## src/hsf_pkg.sv

```systemverilog
`timescale 1ns / 1ps
// ----------------------------------------------------------------------------
// Hash slot finder package
// Shared types, codes and reset values for the linear-probe slot finder.
// ----------------------------------------------------------------------------
package hsf_pkg;

    localparam int SLOTS_DEFAULT = 1024;
    localparam int HASH_W        = 32;
    localparam int SIZE_W        = 11;
    localparam int HASH_SHIFT    = 5;
    localparam int SLOT_W        = 10;
    localparam int BYTE_W        = 8;
    localparam int BIT_CNT_W     = 5;

    localparam logic [SIZE_W-1:0] TABLE_SIZE_RST = 11'd1024;
    localparam logic [HASH_W-1:0] HASH_SEED_RST  = 32'd5381;

    localparam logic REG_TABLE_SIZE = 1'b0;
    localparam logic REG_HASH_SEED  = 1'b1;

    localparam logic [1:0] ST_EMPTY     = 2'd0;
    localparam logic [1:0] ST_OCCUPIED  = 2'd1;
    localparam logic [1:0] ST_TOMBSTONE = 2'd2;

    typedef enum logic [1:0] {
        KIND_KEY  = 2'd0,
        KIND_OCC  = 2'd1,
        KIND_TOMB = 2'd2,
        KIND_CLR  = 2'd3
    } t_kind;

    typedef enum logic [1:0] {
        RES_OK    = 2'd0,
        RES_FULL  = 2'd1,
        RES_RANGE = 2'd2
    } t_status;

    typedef struct packed {
        t_kind             kind;
        logic [BYTE_W-1:0] key_byte;
        logic              last_byte;
        logic [SLOT_W-1:0] slot;
    } t_in_beat;

    typedef struct packed {
        t_status           status;
        logic [SLOT_W-1:0] slot_index;
    } t_out_beat;

    typedef enum logic [2:0] {
        S_CLEAR,
        S_IDLE,
        S_DIV,
        S_HOME,
        S_PROBE_RD,
        S_PROBE_CHK
    } t_state;

    typedef struct packed {
        logic accept;
        logic clr_step;
        logic div_step;
        logic load_home;
        logic probe_rd;
        logic probe_adv;
        logic emit_ok;
        logic emit_full;
    } t_ctrl_cmd;

    typedef struct packed {
        logic clr_done;
        logic div_last;
        logic slot_free;
        logic lap_end;
        logic out_free;
    } t_dp_stat;

endpackage

```

## src/hsf_ram.sv

```systemverilog
`timescale 1ns / 1ps
// ----------------------------------------------------------------------------
// Generic RAM
// One write port and one read port with registered read data.
// ----------------------------------------------------------------------------
module hsf_ram #(
    parameter int WIDTH = 2,
    parameter int DEPTH = 1024,
    parameter int AW    = (DEPTH > 1) ? $clog2(DEPTH) : 1
) (
    input  logic             i_clk,
    input  logic             i_we,
    input  logic [AW-1:0]    i_waddr,
    input  logic [WIDTH-1:0] i_wdata,
    input  logic             i_re,
    input  logic [AW-1:0]    i_raddr,
    output logic [WIDTH-1:0] o_rdata
);

    logic [WIDTH-1:0] r_mem [DEPTH];
    logic [WIDTH-1:0] r_rdata;

    always_ff @(posedge i_clk) begin
        if (i_we) begin
            r_mem[i_waddr] <= i_wdata;
        end
        if (i_re) begin
            r_rdata <= r_mem[i_raddr];
        end
    end

    assign o_rdata = r_rdata;

endmodule

```

## src/hsf_ctrl.sv

```systemverilog
`timescale 1ns / 1ps
// ----------------------------------------------------------------------------
// Hash slot finder controller
// Sequences the clearing pass, the hash reduction and the linear probe.
// ----------------------------------------------------------------------------
module hsf_ctrl (
    input  logic              i_clk,
    input  logic              i_rst_n,
    input  logic              i_in_valid,
    input  hsf_pkg::t_kind    i_in_kind,
    input  logic              i_in_last,
    input  hsf_pkg::t_dp_stat i_stat,
    output hsf_pkg::t_ctrl_cmd o_cmd,
    output logic              o_in_stall
);
    import hsf_pkg::*;

    t_state r_state;
    t_state n_state;
    logic   accept;
    logic   found;
    logic   full;

    assign accept = i_in_valid && (r_state == S_IDLE) && i_stat.out_free;
    assign found  = (r_state == S_PROBE_CHK) && i_stat.slot_free;
    assign full   = (r_state == S_PROBE_CHK) && !i_stat.slot_free && i_stat.lap_end;

    always_ff @(posedge i_clk) begin
        if (!i_rst_n) begin
            r_state <= S_CLEAR;
        end else begin
            r_state <= n_state;
        end
    end

    always_comb begin
        n_state = r_state;
        unique case (r_state)
            S_CLEAR: begin
                if (i_stat.clr_done) n_state = S_IDLE;
            end
            S_IDLE: begin
                if (accept && (i_in_kind == KIND_KEY) && i_in_last) n_state = S_DIV;
            end
            S_DIV: begin
                if (i_stat.div_last) n_state = S_HOME;
            end
            S_HOME: begin
                n_state = S_PROBE_RD;
            end
            S_PROBE_RD: begin
                n_state = S_PROBE_CHK;
            end
            S_PROBE_CHK: begin
                if (found || full) begin
                    if (i_stat.out_free) n_state = S_IDLE;
                end else begin
                    n_state = S_PROBE_RD;
                end
            end
            default: n_state = S_CLEAR;
        endcase
    end

    always_comb begin
        o_cmd           = '0;
        o_cmd.accept    = accept;
        o_cmd.clr_step  = (r_state == S_CLEAR);
        o_cmd.div_step  = (r_state == S_DIV);
        o_cmd.load_home = (r_state == S_HOME);
        o_cmd.probe_rd  = (r_state == S_PROBE_RD);
        o_cmd.probe_adv = (r_state == S_PROBE_CHK) && !i_stat.slot_free && !i_stat.lap_end;
        o_cmd.emit_ok   = found && i_stat.out_free;
        o_cmd.emit_full = full && i_stat.out_free;
        o_in_stall      = !((r_state == S_IDLE) && i_stat.out_free);
    end

endmodule

```

## src/hsf_datapath.sv

```systemverilog
`timescale 1ns / 1ps
// ----------------------------------------------------------------------------
// Hash slot finder datapath
// Hash accumulator, bit-serial remainder unit, probe cursor, slot store
// and output register.
// ----------------------------------------------------------------------------
module hsf_datapath #(
    parameter int SLOTS = hsf_pkg::SLOTS_DEFAULT
) (
    input  logic                        i_clk,
    input  logic                        i_rst_n,
    input  hsf_pkg::t_in_beat           i_in,
    input  logic                        i_out_stall,
    input  logic [hsf_pkg::SIZE_W-1:0]  i_table_size,
    input  logic [hsf_pkg::HASH_W-1:0]  i_hash_seed,
    input  hsf_pkg::t_ctrl_cmd          i_cmd,
    output hsf_pkg::t_dp_stat           o_stat,
    output logic                        o_out_valid,
    output hsf_pkg::t_out_beat          o_out
);
    import hsf_pkg::*;

    localparam int AW = (SLOTS > 1) ? $clog2(SLOTS) : 1;
    localparam int CW = (AW > SIZE_W) ? AW : SIZE_W;
    localparam logic [31:0]   SLOTS_U   = 32'(SLOTS);
    localparam logic [AW-1:0] LAST_ADDR = AW'(SLOTS - 1);

    logic [AW-1:0]        r_clr_cnt;
    logic [HASH_W-1:0]    r_acc;
    logic                 r_kip;
    logic [HASH_W-1:0]    r_div;
    logic [SIZE_W-1:0]    r_rem;
    logic [BIT_CNT_W-1:0] r_bit;
    logic [CW-1:0]        r_cur;
    logic [CW-1:0]        r_home;
    logic                 r_out_valid;
    t_out_beat            r_out;

    logic [SIZE_W-1:0] ts_nz;
    logic [SIZE_W-1:0] size;
    logic [CW-1:0]     size_ext;
    logic [CW-1:0]     slot_ext;
    logic [HASH_W-1:0] h_base;
    logic [HASH_W-1:0] h_new;
    logic [SIZE_W:0]   rem_sh;
    logic [SIZE_W:0]   rem_sub;
    logic [CW-1:0]     cur_inc;
    logic [CW-1:0]     cur_nxt;
    logic              is_key;
    logic              upd_range;
    logic              upd_wr;
    logic [1:0]        upd_state;
    logic              ram_we;
    logic [AW-1:0]     ram_waddr;
    logic [1:0]        ram_wdata;
    logic [1:0]        ram_rdata;

    always_comb begin
        ts_nz = (i_table_size == '0) ? SIZE_W'(1) : i_table_size;
        if (SLOTS_U < 32'(ts_nz)) begin
            size = SLOTS_U[SIZE_W-1:0];
        end else begin
            size = ts_nz;
        end
    end

    assign size_ext  = CW'(size);
    assign slot_ext  = CW'(i_in.slot);
    assign is_key    = (i_in.kind == KIND_KEY);
    assign upd_range = (slot_ext >= size_ext);
    assign upd_wr    = i_cmd.accept && !is_key && !upd_range;

    assign h_base = r_kip ? r_acc : i_hash_seed;
    assign h_new  = (h_base << HASH_SHIFT) + h_base + HASH_W'(i_in.key_byte);

    assign rem_sh  = {r_rem, r_div[HASH_W-1]};
    assign rem_sub = rem_sh - {1'b0, size};

    assign cur_inc = r_cur + CW'(1);
    assign cur_nxt = (cur_inc == size_ext) ? '0 : cur_inc;

    always_comb begin
        unique case (i_in.kind)
            KIND_OCC:  upd_state = ST_OCCUPIED;
            KIND_TOMB: upd_state = ST_TOMBSTONE;
            KIND_CLR:  upd_state = ST_EMPTY;
            KIND_KEY:  upd_state = ST_EMPTY;
        endcase
    end

    always_comb begin
        ram_we    = i_cmd.clr_step || upd_wr;
        ram_waddr = i_cmd.clr_step ? r_clr_cnt : slot_ext[AW-1:0];
        ram_wdata = i_cmd.clr_step ? ST_EMPTY : upd_state;
    end

    hsf_ram #(
        .WIDTH (2),
        .DEPTH (SLOTS)
    ) u_ram (
        .i_clk   (i_clk),
        .i_we    (ram_we),
        .i_waddr (ram_waddr),
        .i_wdata (ram_wdata),
        .i_re    (i_cmd.probe_rd),
        .i_raddr (r_cur[AW-1:0]),
        .o_rdata (ram_rdata)
    );

    always_ff @(posedge i_clk) begin
        if (!i_rst_n) begin
            r_clr_cnt   <= '0;
            r_acc       <= '0;
            r_kip       <= 1'b0;
            r_out_valid <= 1'b0;
        end else begin
            if (i_cmd.clr_step) begin
                r_clr_cnt <= r_clr_cnt + AW'(1);
            end
            if (i_cmd.accept && is_key) begin
                r_acc <= h_new;
                r_kip <= !i_in.last_byte;
            end
            if ((i_cmd.accept && !is_key) || i_cmd.emit_ok || i_cmd.emit_full) begin
                r_out_valid <= 1'b1;
            end else if (!i_out_stall) begin
                r_out_valid <= 1'b0;
            end
        end
    end

    always_ff @(posedge i_clk) begin
        if (i_cmd.accept && is_key && i_in.last_byte) begin
            r_div <= h_new;
            r_rem <= '0;
            r_bit <= '0;
        end else if (i_cmd.div_step) begin
            r_div <= r_div << 1;
            r_bit <= r_bit + BIT_CNT_W'(1);
            if (rem_sh >= {1'b0, size}) begin
                r_rem <= rem_sub[SIZE_W-1:0];
            end else begin
                r_rem <= rem_sh[SIZE_W-1:0];
            end
        end
        if (i_cmd.load_home) begin
            r_cur  <= CW'(r_rem);
            r_home <= CW'(r_rem);
        end else if (i_cmd.probe_adv) begin
            r_cur <= cur_nxt;
        end
        if (i_cmd.accept && !is_key) begin
            r_out.status     <= upd_range ? RES_RANGE : RES_OK;
            r_out.slot_index <= i_in.slot;
        end else if (i_cmd.emit_ok) begin
            r_out.status     <= RES_OK;
            r_out.slot_index <= r_cur[SLOT_W-1:0];
        end else if (i_cmd.emit_full) begin
            r_out.status     <= RES_FULL;
            r_out.slot_index <= r_home[SLOT_W-1:0];
        end
    end

    always_comb begin
        o_stat.clr_done  = (r_clr_cnt == LAST_ADDR);
        o_stat.div_last  = (r_bit == {BIT_CNT_W{1'b1}});
        o_stat.slot_free = (ram_rdata == ST_EMPTY) || (ram_rdata == ST_TOMBSTONE);
        o_stat.lap_end   = (cur_nxt == r_home);
        o_stat.out_free  = !r_out_valid || !i_out_stall;
    end

    assign o_out_valid = r_out_valid;
    assign o_out       = r_out;

endmodule

```

## src/hash_slot_finder_linear_probe.sv

```systemverilog
`timescale 1ns / 1ps
// ----------------------------------------------------------------------------
// Hash slot finder with linear probing
// Finds a free slot for a key by a DJB hash and an open-addressing probe,
// and updates slot states on request.
// ----------------------------------------------------------------------------
// Input beats carry one key byte or one slot update. Key bytes that are not
// the last are taken one per cycle while the output register is free and
// give no result. The last byte gives one result after a bit-serial
// remainder over the 32 hash bits, a step to load the home slot and, for each
// slot probed (up to the live table size), a registered read of the slot
// store then a check, while the input is stalled. An update beat's result
// appears in the cycle after it is taken.
// Results sit in an output register; a new beat is taken while a result
// waits only if the receiver takes that result in the same cycle, so a
// stalled receiver holds the output beat and stalls the input.
// After reset the slot store is swept to empty, one slot per cycle, over all
// SLOTS slots, while the input is stalled; register writes are still taken.
// Registers: table_size at byte address 0, hash_seed at byte address 4.
// ----------------------------------------------------------------------------
module hash_slot_finder_linear_probe #(
    parameter int SLOTS = hsf_pkg::SLOTS_DEFAULT
) (
    input  logic               i_clk,
    input  logic               i_rst_n,
    input  logic               i_in_valid,
    output logic               o_in_stall,
    input  hsf_pkg::t_in_beat  i_in,
    output logic               o_out_valid,
    input  logic               i_out_stall,
    output hsf_pkg::t_out_beat o_out,
    input  logic               psel,
    input  logic               penable,
    input  logic               pwrite,
    input  logic [2:0]         paddr,
    input  logic [31:0]        pwdata,
    output logic [31:0]        prdata,
    output logic               pready
);
    import hsf_pkg::*;

    logic [SIZE_W-1:0] r_table_size;
    logic [HASH_W-1:0] r_hash_seed;
    logic              cfg_wr;
    t_ctrl_cmd         cmd;
    t_dp_stat          stat;

    assign pready = 1'b1;
    assign cfg_wr = psel && penable && pwrite && pready;

    always_ff @(posedge i_clk) begin
        if (!i_rst_n) begin
            r_table_size <= TABLE_SIZE_RST;
            r_hash_seed  <= HASH_SEED_RST;
        end else if (cfg_wr) begin
            unique case (paddr[2])
                REG_TABLE_SIZE: r_table_size <= pwdata[SIZE_W-1:0];
                REG_HASH_SEED:  r_hash_seed  <= pwdata;
            endcase
        end
    end

    always_comb begin
        unique case (paddr[2])
            REG_TABLE_SIZE: prdata = 32'(r_table_size);
            REG_HASH_SEED:  prdata = r_hash_seed;
        endcase
    end

    hsf_ctrl u_ctrl (
        .i_clk      (i_clk),
        .i_rst_n    (i_rst_n),
        .i_in_valid (i_in_valid),
        .i_in_kind  (i_in.kind),
        .i_in_last  (i_in.last_byte),
        .i_stat     (stat),
        .o_cmd      (cmd),
        .o_in_stall (o_in_stall)
    );

    hsf_datapath #(
        .SLOTS (SLOTS)
    ) u_datapath (
        .i_clk        (i_clk),
        .i_rst_n      (i_rst_n),
        .i_in         (i_in),
        .i_out_stall  (i_out_stall),
        .i_table_size (r_table_size),
        .i_hash_seed  (r_hash_seed),
        .i_cmd        (cmd),
        .o_stat       (stat),
        .o_out_valid  (o_out_valid),
        .o_out        (o_out)
    );

endmodule

```

## config.mk

```make
export PLATFORM = sky130hd
export DESIGN_NAME = hash_slot_finder_linear_probe
export DESIGN_NICKNAME = d
export VERILOG_FILES = /design/src/hsf_pkg.sv /design/src/hsf_ram.sv /design/src/hsf_ctrl.sv /design/src/hsf_datapath.sv /design/src/hash_slot_finder_linear_probe.sv
export SDC_FILE = /design/constraint.sdc
export NUM_CORES = 2
export LEC_CHECK = 0
export BUFFER_PORTS_ARGS = -buffer_cell sky130_fd_sc_hd__buf_2
export CAP_MARGIN = 20
export CORE_MARGIN = 3
export CORE_UTILIZATION = 50
export CTS_BUF_LIST = sky130_fd_sc_hd__clkbuf_4 sky130_fd_sc_hd__clkbuf_8 sky130_fd_sc_hd__clkbuf_16
export DETAILED_ROUTE_END_ITERATION = 16
export PLACE_DENSITY_LB_ADDON = 0.2
export SYNTH_ARGS = -nofsm -noshare
export SYNTH_HDL_FRONTEND = slang
export SYNTH_HIERARCHICAL = 1
export SYNTH_SLANG_ARGS = --single-unit
```

## constraint.sdc

```tcl
create_clock -name i_clk -period 74.1 [get_ports i_clk]
set_input_delay 3.705 -clock i_clk [delete_from_list [all_inputs] [get_ports i_clk]]
set_output_delay 3.705 -clock i_clk [all_outputs]
set_load 0.1 [all_outputs]
```

Word-level counts from Yosys, hierarchy flattened
Memory sizes are Yosys's and may differ from the RTL's. A register that Yosys moved wholly into a read port is not among the register bits.
Cells that the tools add are included.
Storage, ports and cells
  memory bits (writable): 2048
  register bits after elaboration: 172
  output and inout port bits: 47
  memories: 1
Memory list
  u_datapath.u_ram.r_mem: words 1024, width 2, read ports 1, clocked after memory_dff 1, wr ports 1, line hsf_ram.sv:20  | logic [WIDTH-1:0] r_mem [DEPTH];
Operators by class
  order comparisons: 3
  equal/unequal tests: 18
  bitwise operators: 1
  reduce and logical (&&, ||, !) cells: 40
  mux-type cells: 27
  add/subtract/negate cells: 6
Operators with widths (count)
  2-to-1 mux 32 bit: 3
  2-to-1 mux 11 bit: 6
  one-hot mux 32 bit (2 select lines): 1
  2-to-1 mux 12 bit: 3
  adder 32 bit: 1
  adder 32 x 8 -> 32 bit: 1
  equality test 11 bit: 2
  one-hot mux 3 bit (6 select lines): 1
  logical AND 1 bit: 15
  2-to-1 mux 3 bit: 5
  greater-or-equal comparator 12 x 11 -> 1 bit: 1
  adder 11 x 1 -> 11 bit, second input constant: 1
  greater-or-equal comparator 10 x 11 -> 1 bit: 1
  zero test 11 bit: 1
  < comparator 11 bit, first input constant: 1
  subtractor 11 bit: 1
  adder 10 x 1 -> 10 bit, second input constant: 1
  equality test 10 bit, second input constant: 1
  2-to-1 mux 10 bit: 1
  zero test 1 bit: 8
  equality test 2 bit, second input constant: 3
  equality test 3 x 2 -> 1 bit, second input constant: 2
  equality test 3 bit, second input constant: 2
  logical OR 1 bit: 6
  18 further kinds: 27

Depth between registers and ports, before layout
  word-level depth: 12
  gate-level depth with buffers: 18

Cells and area by module
The synthesis kept the hierarchy.
By module, submodules not included
  hsf_ram: instances 1, area an instance 83777.8 µm², seq. area each 61559.0 µm², cells an instance 4793
  hsf_datapath: instances 1, area an instance 8948.6 µm², seq. area each 3183.1 µm², cells an instance 968
  hash_slot_finder_linear_probe: instances 1, area an instance 2065.7 µm², seq. area each 860.8 µm², cells an instance 219
  hsf_ctrl: instances 1, area an instance 272.8 µm², seq. area each 60.1 µm², cells an instance 30

Worst setup path after synthesis
OpenSTA, ideal clock, no wires.
  path type: input port to flip-flop
  from: in i_in[20] (netlist bit)
  to: mem u_datapath.u_ram.r_mem[0][0] (data pin)
  setup slack: 21.651 ns
  library setup time: 8.237 ns
  data required time: 65.863 ns
  arrival time: 44.212 ns
  cell stages on the path: 1
  cells stage by stage: nor3b_1
On the way
  cells in the longest elaborated chain, start to end: 4
RTL lines
  from (decl): line hash_slot_finder_linear_probe.sv:28  | input hsf_pkg::t_in_beat i_in,
  equality test 2 bit or zero test 2 bit (tied branches): line hsf_datapath.sv:83  | unique case (i_in.kind)
  OR reduction 2 bit (no source line)
  one-hot mux 2 bit (3 select lines) *: line hsf_datapath.sv:83
  2-to-1 mux 2 bit *: line hsf_datapath.sv:94  | ram_wdata = i_cmd.clr_step ? ST_EMPTY : upd_state;
  to (decl): line hsf_ram.sv:20
Mark *: on every way between the ends. The rest lies on a longest branch, timed or not.

Worst setup path in the final report
  from: in paddr[2]
  to: out prdata[7]
On the way
  cells in the longest elaborated chain, start to end: 2
RTL lines
  from (decl): line hash_slot_finder_linear_probe.sv:35  | input logic [2:0] paddr,
  inverter 1 bit (no source line)
  one-hot mux 32 bit (2 select lines) *: line hash_slot_finder_linear_probe.sv:64  | unique case (paddr[2])
  to (decl): line hash_slot_finder_linear_probe.sv:37  | output logic [31:0] prdata,
Marked as above.

==> reports/qor.yml <==
grt:
  grt_pass1_wl_um: 218000
  antenna_found_initial: 2
  grt_max_degree: 287
  gr-total-overflow: 0
  grtUsageTotal: 0.248
  first_global_vias: 34700
power_and_ir_drop:
  cellLeakagePower_nw: 20.8
  vdd_drop_max_uv: 18.3
  power_density_mw_per_mm2: 22.0
floorplanning:
  die_y_um: 342
  num_rows: 122
  die_area_mm2: 0.117
  fp.dieW_um: 342
  io_pins: 110
  core-area_mm2: 0.111
  start_util: 0.508
sta:
  relSlewSlack: 0.210
  min_period_over_period: 0.117
  tns_ns: 0
  rsz0062_at_grt: "false"
  fin_skew_ns: 0.0321
  tightest_slew_ns: 1.18
  fmax_mhz: 116
  setup_viol_count_final: 0
  min_period_ns: 8.64
  holdWs_ns: 0.461
  drv_slew: 0
  hold_viol: 0
critical_path:
  reg2reg_from: "u_datapath/r_cur[1]"
  cpMostUsedCell: "buf_2"
  reg2reg_depth: 10
  end_kind: "output port"
  reg2reg_slack_ns: 68.53
  r2r-end: "u_datapath/u_ram/o_rdata[0]"
  cp_slowest_stage_delay_ns: 0.50
  path_cells: "buf_2 > mux2_2 > buf_2"
  critPathLaunchType: "primary input"
  worst-setup-path-type: "in -> out"
  slowest_stage: "buf_2"
  cp_num_buf_inv: 2
  cp.required_ns: 70.40
  worstPathArrival_ns: 4.94
  critPathTopFamily: "buffers and inverters"
  worstPathMaxFanout: 35
cells_and_area:
  n_fill_cell: 9242
  num-nets-final: 4445
  layout.core_utilization: 0.555
  drive_gt1_frac: 0.173
  synthToLayoutAreaGrowth_pct: 9.22
detailed_routing:
  via_per_inst: 6.01
  drc: 0
  num_vias: 35300
  wirelength_um: 146000
  firstDrtPassIters: 5
  drt_iter0_markers: 3966
  wire_per_inst_um: 24.8
  ant_nets: 0
clock_tree:
  clk_pin_slew_ns: 0.06
  cts_max_level: 3
  clock_latency_ns: 0.72
  cts_tree: "built"
  clkSinkCount: 1197
  cts-root-buf: "clkbuf_16"
  clock_path_buffers: 3
  cts_resized: 0
  postCtsHoldBufs: 0
  cts_setup_buffers: 0
  cts_made_buffers: 121
logic_synthesis:
  synth_nets: 4569
  postSynthAreaPerCell_um2: 12.8
  synth_area_mm2: 0.0566
  netlist_instances: 4418
  ys_warn_count: 6
worst_hold_path:
  holdPathEnd: "u_datapath/r_acc[2]"
  hp-start: "u_datapath/r_acc[2]"
  hold_class: "reg -> reg"
  hold_depth: 2
place:
  place_congestion: 0.855
  port_buffers: 106
  dp_hpwl_um: 83000
flow_run:
  maxCapViolations: 0
outcome:
  status: "finished clean"
through the flow:
| step | worst slack [ns] | instances | power (mW) | area (um^2) |
|---|---|---|---|---|
| 6_report | 65.46 | 5882 | 1.36 | 61800 |
| 5_1_grt | 65.34 | 5882 | 1.40 | 61800 |
| 4_1_cts | 65.46 | 5857 | 1.37 | 61200 |
| 3_5_place_dp | 65.45 | 5635 | 0.785 | 57400 |
| 3_3_place_gp | 65.46 | 5633 | 0.784 | 57400 |
| 2_1_floorplan | 21.65 | 4418 | 0.772 | 56600 |
per-layer routing:
layer | wire (um) | track usage
met3 | 11400 | 0.0419
met2 | 72000 | 0.414
met5 | 0 | 0
met4 | 4080 | 0.0798
met1 | 58700 | 0.331
report_power, final:
group          internal [mW]  switching (mW)  total, mW
combinational         0.0133          0.0260     0.0393
sequential             0.728         0.00322      0.731
clock                  0.333           0.255      0.588
total                   1.07           0.284       1.36
sequential cells by signal, summed over array words and instances (netlist names), 10 cells and up:
name and cells:
r_hash_seed 32, r_table_size 11, u_datapath/o_out 12, u_datapath/r_acc 32
u_datapath/r_clr_cnt 10, u_datapath/r_cur 11, u_datapath/r_div 32, u_datapath/r_home 11
u_datapath/r_rem 11, u_datapath/u_ram/r_mem 1024
final cells by class:
cell class                 instances  area [um^2]  share of cell area
antenna                            1         2.50           0.0000405
clock inverter                    60          438             0.00709
sequential                      1197        34900               0.564
multi-input combinational       2721        19300               0.312
timing repair buffer             217         1820              0.0294
inverter                          36          135             0.00219
clock buffer                     162         3380              0.0546
tap                             1488         1860              0.0301
worst reg2reg max path, delay by kind of cell, from the launching register on:
family,cells,cell delay (ns)
AOI/OAI and AO/OA,4,1.52
buffers and inverters,2,1.19
DFF,1,0.41
and+or+nand+nor,4,2.26
worst max-delay path by stage:
stage | from | endpoint | cells after the start
6_report | paddr[2] | prdata[7] | 3
5_1_grt | paddr[2] | prdata[7] | 3
4_1_cts | paddr[2] | prdata[7] | 3
3_5_place_dp | paddr[2] | prdata[7] | 3
3_3_place_gp | paddr[2] | prdata[4] | 3
2_1_floorplan | i_in[20] | u_datapath/u_ram/r_mem[0][0] | 1
placed cells by master (no fill, tap or decap), drive strengths merged, types with 17 or more instances in the layout:
| cell | count |
|---|---|
| o22ai | 26 |
| mux4 | 223 |
| a31oi | 18 |
| mux2i | 179 |
| and2 | 38 |
| mux2 | 54 |
| nor2 | 1124 |
| o21ai | 84 |
| nor3 | 49 |
| ha | 83 |
| nand3 | 61 |
| edfxtp | 1091 |
| inv | 38 |
| clkinv | 50 |
| nand2 | 255 |
| nand2b | 17 |
| xnor2 | 32 |
| buf | 217 |
| a211oi | 17 |
| nor2b | 30 |
| dfxtp | 106 |
| nand4 | 17 |
| xor2 | 32 |
| and3 | 17 |
| a21oi | 101 |
| a21o | 21 |
| clkbuf | 162 |
| o221ai | 46 |
No activity file was read; power rests on OpenSTA's default activity.
